===== src/rtl/circular_byte_buffer_top_defines.svh =====
// ----------------------------------------------------------------------------
// circular_byte_buffer_top_defines.svh
// Assertion macros for the circular byte buffer.
// ----------------------------------------------------------------------------
`ifndef CIRCULAR_BYTE_BUFFER_TOP_DEFINES_SVH
`define CIRCULAR_BYTE_BUFFER_TOP_DEFINES_SVH

`ifndef SYNTHESIS

`define CBB_ASSERT_IMP(lbl, ante, cons) \
	lbl: assert property (@(posedge clk) disable iff (!arst_n) (ante) |-> (cons)) \
		else $error("same-cycle check failed");

`define CBB_ASSERT_NXT(lbl, ante, cons) \
	lbl: assert property (@(posedge clk) disable iff (!arst_n) (ante) |=> (cons)) \
		else $error("next-cycle check failed");

`else

`define CBB_ASSERT_IMP(lbl, ante, cons)

`define CBB_ASSERT_NXT(lbl, ante, cons)

`endif

`endif


===== src/rtl/cbb_pkg.sv =====
`timescale 1ns / 1ps
// ----------------------------------------------------------------------------
// cbb_pkg
// Types and constants shared by the circular byte buffer.
// ----------------------------------------------------------------------------
package cbb_pkg;

	localparam int unsigned DEPTH  = 4096;
	localparam int unsigned ADDR_W = $clog2(DEPTH);
	localparam int unsigned CNT_W  = ADDR_W + 1;
	localparam int unsigned DATA_W = 8;
	localparam int unsigned OP_W   = 3;
	localparam int unsigned CMD_QD = 2;

	typedef enum logic [OP_W-1:0] {
		OP_CLEAR   = 3'd0,
		OP_COMMIT  = 3'd1,
		OP_CONSUME = 3'd2,
		OP_SET     = 3'd3,
		OP_GET     = 3'd4,
		OP_RD_SEG  = 3'd5,
		OP_WR_SEG  = 3'd6,
		OP_FILL    = 3'd7
	} cbb_op_t;

	typedef struct packed {
		cbb_op_t           op;
		logic [CNT_W-1:0]  amount;
		logic [ADDR_W-1:0] offset;
		logic [DATA_W-1:0] data;
	} cbb_cmd_t;

	typedef struct packed {
		logic [CNT_W-1:0]  cap;
		logic [CNT_W-1:0]  fill;
		logic [ADDR_W-1:0] head;
		logic [ADDR_W-1:0] tail;
	} cbb_stat_t;

endpackage


===== src/rtl/cbb_in_if.sv =====
`timescale 1ns / 1ps
// ----------------------------------------------------------------------------
// cbb_in_if
// Request channel: one operation per item.
// ----------------------------------------------------------------------------
interface cbb_in_if import cbb_pkg::*; ();
	logic              valid;
	logic              ready;
	logic [OP_W-1:0]   op;
	logic [CNT_W-1:0]  amount;
	logic [ADDR_W-1:0] offset;
	logic [DATA_W-1:0] data_in;

	modport source (output valid, op, amount, offset, data_in, input ready);
	modport sink   (input valid, op, amount, offset, data_in, output ready);
endinterface


===== src/rtl/cbb_front.sv =====
`timescale 1ns / 1ps
// ----------------------------------------------------------------------------
// cbb_front
// Accepts request items, decodes the operation and queues them (2 deep).
// ----------------------------------------------------------------------------
module cbb_front import cbb_pkg::*; (
	input  logic     clk,
	input  logic     arst_n,
	cbb_in_if.sink   req,
	output logic     cmd_valid,
	output cbb_cmd_t cmd,
	input  logic     cmd_pop
);

	cbb_cmd_t         q_q [CMD_QD];
	logic             wr_ptr_q;
	logic             rd_ptr_q;
	logic [1:0]       cnt_q;
	logic             push;
	cbb_cmd_t         cmd_in;

	assign req.ready = (cnt_q != 2'(CMD_QD));
	assign push      = req.valid && req.ready;
	assign cmd_valid = (cnt_q != 2'd0);
	assign cmd       = q_q[rd_ptr_q];

	always_comb begin
		cmd_in.op     = cbb_op_t'(req.op);
		cmd_in.amount = req.amount;
		cmd_in.offset = req.offset;
		cmd_in.data   = req.data_in;
	end

	always_ff @(posedge clk) begin
		if (push) begin
			q_q[wr_ptr_q] <= cmd_in;
		end
	end

	always_ff @(posedge clk or negedge arst_n) begin
		if (!arst_n) begin
			wr_ptr_q <= 1'b0;
			rd_ptr_q <= 1'b0;
			cnt_q    <= 2'd0;
		end else begin
			if (push) begin
				wr_ptr_q <= ~wr_ptr_q;
			end
			if (cmd_pop) begin
				rd_ptr_q <= ~rd_ptr_q;
			end
			unique case ({push, cmd_pop})
				2'b10: begin
					cnt_q <= cnt_q + 2'd1;
				end
				2'b01: begin
					cnt_q <= cnt_q - 2'd1;
				end
				default: begin
					cnt_q <= cnt_q;
				end
			endcase
		end
	end

endmodule


===== src/flat_wrapper.sv =====
// flat-port wrapper written by rule: the top's interface ports become plain ports
module cbb_front_flat import cbb_pkg::*;
  (clk, arst_n, cmd_valid, cmd, cmd_pop, req_valid, req_op, req_amount, req_offset, req_data_in, req_ready);
  cbb_in_if req_i ();
  input  logic clk;
  input  logic arst_n;
  output logic cmd_valid;
  output cbb_cmd_t cmd;
  input  logic cmd_pop;
  input wire logic [$bits(req_i.valid)-1:0] req_valid;
  input wire logic [$bits(req_i.op)-1:0] req_op;
  input wire logic [$bits(req_i.amount)-1:0] req_amount;
  input wire logic [$bits(req_i.offset)-1:0] req_offset;
  input wire logic [$bits(req_i.data_in)-1:0] req_data_in;
  output wire logic [$bits(req_i.ready)-1:0] req_ready;
  assign req_i.valid = req_valid;
  assign req_i.op = req_op;
  assign req_i.amount = req_amount;
  assign req_i.offset = req_offset;
  assign req_i.data_in = req_data_in;
  assign req_ready = req_i.ready;
  cbb_front u_core (.clk(clk), .arst_n(arst_n), .req(req_i), .cmd_valid(cmd_valid), .cmd(cmd), .cmd_pop(cmd_pop));
endmodule

===== config.mk =====
export PLATFORM = sky130hd
export DESIGN_NAME = cbb_front_flat
export DESIGN_NICKNAME = d
export VERILOG_FILES = /design/src/rtl/circular_byte_buffer_top_defines.svh /design/src/rtl/cbb_pkg.sv /design/src/rtl/cbb_in_if.sv /design/src/rtl/cbb_front.sv /design/src/flat_wrapper.sv
export SDC_FILE = /design/constraint.sdc
export NUM_CORES = 1
export LEC_CHECK = 0
export BUFFER_PORTS_ARGS = -buffer_cell sky130_fd_sc_hd__buf_2
export CORE_ASPECT_RATIO = 1.1
export CORE_MARGIN = 2
export CORE_UTILIZATION = 30
export DETAILED_ROUTE_END_ITERATION = 10
export PLACE_DENSITY_LB_ADDON = 0.25
export SYNTH_ARGS = -nofsm -noshare
export SYNTH_HDL_FRONTEND = slang
export SYNTH_SLANG_ARGS = --single-unit

===== constraint.sdc =====
create_clock -name clk -period 4.5 [get_ports clk]
set_input_delay 0.9 -clock clk [delete_from_list [all_inputs] [get_ports clk]]
set_output_delay 0.9 -clock clk [all_outputs]
set_load 0.02 [all_outputs]

# == Yosys cells after proc, flatten, opt, wreduce, memory -nomap -nowiden ==
# Memories as Yosys holds them, arrays and structs flattened.
# Cells that the tools add are included.
# op_classes
addsub,2
eq_ne,3
mux,3
bitwise,2
n_reduce_logical,3
# op_table
cell,count
2-bit case mux with 2 select lines,1
2-bit nonzero test,2
"2-bit by 1-bit adder with 2-bit output, second input constant",1
"2-bit by 1-bit equality test with 1-bit output, second input constant",1
"2-bit equality test, second input constant",1
1-bit two-way mux,2
"2-bit != test, second input constant",1
1-bit inverter,2
"2-bit by 1-bit subtractor with 2-bit output, second input constant",1
1-bit logical AND,1
# word_totals
regBits,4
ramBits,72
out_inout_bits,38
elab_cells,17
mem_count,1
# memory_table
name,words,word_bits,rd,rd_ports_with_merged_regs,write_ports,line,text
u_core.q_q,2,36,1,0,1,cbb_front.sv:15,cbb_cmd_t q_q [CMD_QD];

# == Logic depth before layout (Yosys ltp) ==
# logic_depth
word_depth,4
ltp_mapped,6
ltp_nobuf,6

# == Worst setup path before layout ==
# Ideal clock, no wire load.
# synth_timing
path_kind,input-to-reg
startpoint,input req_valid
endpoint,memory u_core.q_q[0][0] in the netlist's numbering (enable)
setup_ns,0.429
t_arrival_ns,2.521
required_ns,4.071
slack_ns,1.550
stages,2
cell_sequence,nand2_1 > nor2_1
# synth_between
elab_chain_cells,3
# synth_rtl
element,line,text
"start, declared",flat_wrapper.sv:10,input wire logic [$bits(req_i.valid)-1:0] req_valid;
1-bit logical AND,cbb_front.sv:23,assign push = req.valid && req.ready;
1-bit two-way mux,cbb_front.sv:35,if (push) begin
1-bit two-way mux (not written as such),cbb_front.sv:36,q_q[wr_ptr_q] <= cmd_in;
"end, declared",cbb_front.sv:15,
# No other way between the ends.

==> impl_metrics.csv <==
group,metric,value,unit
placed_design,placedCellCount,318,
synth,synth.largest_area_cell,"edfxtp_1",
layout,drive_gt1_frac,0.5899,
clocking,hold_buffers,0,
clocking,clk_pin_slew,70,ps
layout,multi_input_area,609.3,um^2
floorplanning,dieArea,0.01059,mm^2
floorplanning,die_w,98.29,um
clocking,htree_levels,3,
pwr,p_per_area,648.5,mW/mm^2
synth,yosysTopAreaCellShare,0.7369,
synth,yosys_warnings,0,
setup_path,crit_fanout,37,
pwr,p_comb_frac,0.337,
sta,timing.final.crit_share,0.6568,
pwr,p_sw_frac,0.3291,
pwr,pwr-share-clk,0.184,
routing,firstDrtPassIters,4,
pwr,vdd_drop_max,0.4548,mV
pwr,switching_power,759.2,uW
global_route,grt_usage,0.09434,
sta,setup_viol,0,
setup_path,crit_arrival,2060,ps
global_route,grt_pass1_vias,1494,
clocking,cts.path.max_buffers,2,
pwr,p_total,2307,uW
synth,avgSynthCellArea,22.92,um^2
synth,yosysSeqAreaShare,0.7710,
setup_path,worst-setup-path-type,"flop to output port",
pwr,seqPwrFrac,0.479,
synth,synth_area,0.002934,mm^2
sta,grt_setup_unrepaired,"no",
sta,max_freq,338.4,MHz
flow_run,max_cap_viol_count,0,
pwr,intPower,1548,uW
placed_design,place_congestion,0.5952,
placed_design,io_buffers,77,
routing,route.detailed.drc,0,
sta,fin_setup_tns,0,ps
routing,avgRoutedWirePerCell,14.33,um
layout,final_cells,334,
placed_design,hpwl,2971,um
clocking,cts_buffers,9,
synth,synthCells,128,
floorplanning,ios,78,
layout,fin_nets,253,
sta,slew_headroom,0.2473,
routing,dr.first_iter.drc_count,58,
clocking,post_cts_resized,0,
floorplanning,die_h,107.7,um
global_route,grt_start_max_net_pins,38,
floorplanning,start_util,0.3107,
clocking,clock_latency,340,ps
routing,vias,1384,
setup_path,r2r_start,"u_core.cnt_q[0]",
setup_path,start_kind,"flop",
floorplanning,core-area,0.009444,mm^2
global_route,grt_pass1_wl,7327,um
synth,synth_area_leaders,"edfxtp_1 74%, mux2_4 15%, dfrtp_1 3.4%, mux2_2 2.7%, buf_12 2.0%",
synth,synth_cell_type_count,14,
sta,drv_slew,0,
sta,finalHoldViolCount,0,
routing,routed_wl,4787,um
sta,worst_pin_slew,1129,ps
sta,fin_ws,1545,ps
run_status,outcome,"finished, final reports clean",
layout,diodes,0,
clocking,clock-root-buffer,"clkbuf_8",
pwr,leakage,0.001400,uW
layout,register_area,0.002263,mm^2
layout,fillers,931,
synth,ys_ff_latch,76,
global_route,antenna_found_initial,0,
global_route,grt_overflow,0,
setup_path,crit_start,"u_core.rd_ptr_q",
setup_path,worstSetupEndpointType,"output port",
routing,via_per_inst,4.144,
placed_design,pre_cts_ws,1826,ps
sta,fin_hold_ws,347.3,ps
clocking,post_cts_buffers,0,
routing,ant_nets,0,
floorplanning,fp-row-count,37,
clocking,cts_tree,"built",
min_path,hold_class,"primary input to async pin",
setup_path,required,3600,ps
synth,synth_fp_nets,169,
sta,period_needed,2955,ps
layout,syn2layout_area_growth,21.24,%
clocking,cts_sinks,76,
sta,finClkSkew,9.484,ps
## power groups by stage
stage                     logic (uW)  registers [uW]  clock network, uW
final                            778            1110                423
after floorplan                  706            1020                  0
after detailed placement         795            1130                  0
after CTS                        798            1120                440
after global routing             835            1130                478
after global placement           793            1120                  0
## synth_stat cells
cell / count
or2_2: 1
buf_6: 1
xnor2_1: 3
ha_1: 1
nand2b_1: 1
and3_1: 1
dfrtp_1: 4
mux2_4: 29
edfxtp_1: 72
buf_12: 3
nand2_1: 1
nor2_1: 2
xor2_1: 2
mux2_2: 7
## path summary, 6_finish.rpt
path | to | cells after the start | slack [ps]
setup / recovery | cmd[34] | 2 | 1540
hold / removal | u_core.wr_ptr_q | 1 | 350
setup reg to reg | u_core.q_q[0][16] | 3 | 2550
hold reg to reg | u_core.cnt_q[1] | 1 | 500
max in group asynchronous | u_core.rd_ptr_q | 1 | 4020
min in group clk | u_core.cnt_q[1] | 1 | 500
## stage by stage
| stage | cell area (um^2) | utilization |
|---|---|---|
| final | 3557 | 0.3767 |
| after global placement | 3405 | 0.3605 |
| after global routing | 3557 | 0.3767 |
| after floorplan | 2934 | - |
| after detailed placement | 3405 | 0.3605 |
| after CTS | 3557 | 0.3767 |
## cell families (layout without fill, tap and decap cells)
kind of cell	count (synthesis)	after routing	share of synthesized area
xor+xnor	5	5	0.01493
fa+ha+maj	1	1	0.004264
buf+inv	4	93	0.02431
flops	76	76	0.7710
mux	36	36	0.1753
simple gates	6	6	0.01024
## critical path, stage by stage, from the launching register on
cell     delay [ps]
dfrtp_2        1120
mux2_2          420
buf_2           160
## placed cells by master (no fill, tap or decap)
| cell | Yosys | final |
|---|---|---|
| buf_2 | 0 | 77 |
| edfxtp_1 | 72 | 72 |
| mux2_4 | 29 | 29 |
| clkbuf_8 | 0 | 9 |
| mux2_2 | 7 | 7 |
| clkbuf_1 | 0 | 4 |
| xnor2_1 | 3 | 3 |
| dfrtp_1 | 4 | 3 |
| xor2_1 | 2 | 2 |
| clkinv_2 | 0 | 2 |
| nand2b_1 | 1 | 1 |
| nand2_1 | 1 | 1 |
| and3_2 | 0 | 1 |
| or2_2 | 1 | 1 |
| nor2_4 | 0 | 1 |
| nor2_1 | 2 | 1 |
| ha_1 | 1 | 1 |
| clkinv_1 | 0 | 1 |
| dfrtp_2 | 0 | 1 |
## cell type report
type | instances | share of cell area
Multi-Input combinational cell | 48 | 0.1713
Timing Repair Buffer | 77 | 0.1083
Sequential cell | 76 | 0.6363
Clock inverter | 3 | 0.003869
Tap cell | 117 | 0.04115
Clock buffer | 13 | 0.03904
## per-layer routing
metal	share of wire	vias to the layer above	GRT usage
li1	-	666	-
met1	0.40	664	0.1024
met2	0.51	45	0.1535
met3	0.072	9	0.04610
met4	0.019	0	0.04697
met5	0	-	0
## flip-flops by register name (all words and copies together), names as in the netlist
register and count:
u_core.rd_ptr_q 1, u_core.q_q 72, u_core.cnt_q 2, u_core.wr_ptr_q 1
Power figures use the tool's default switching activity.
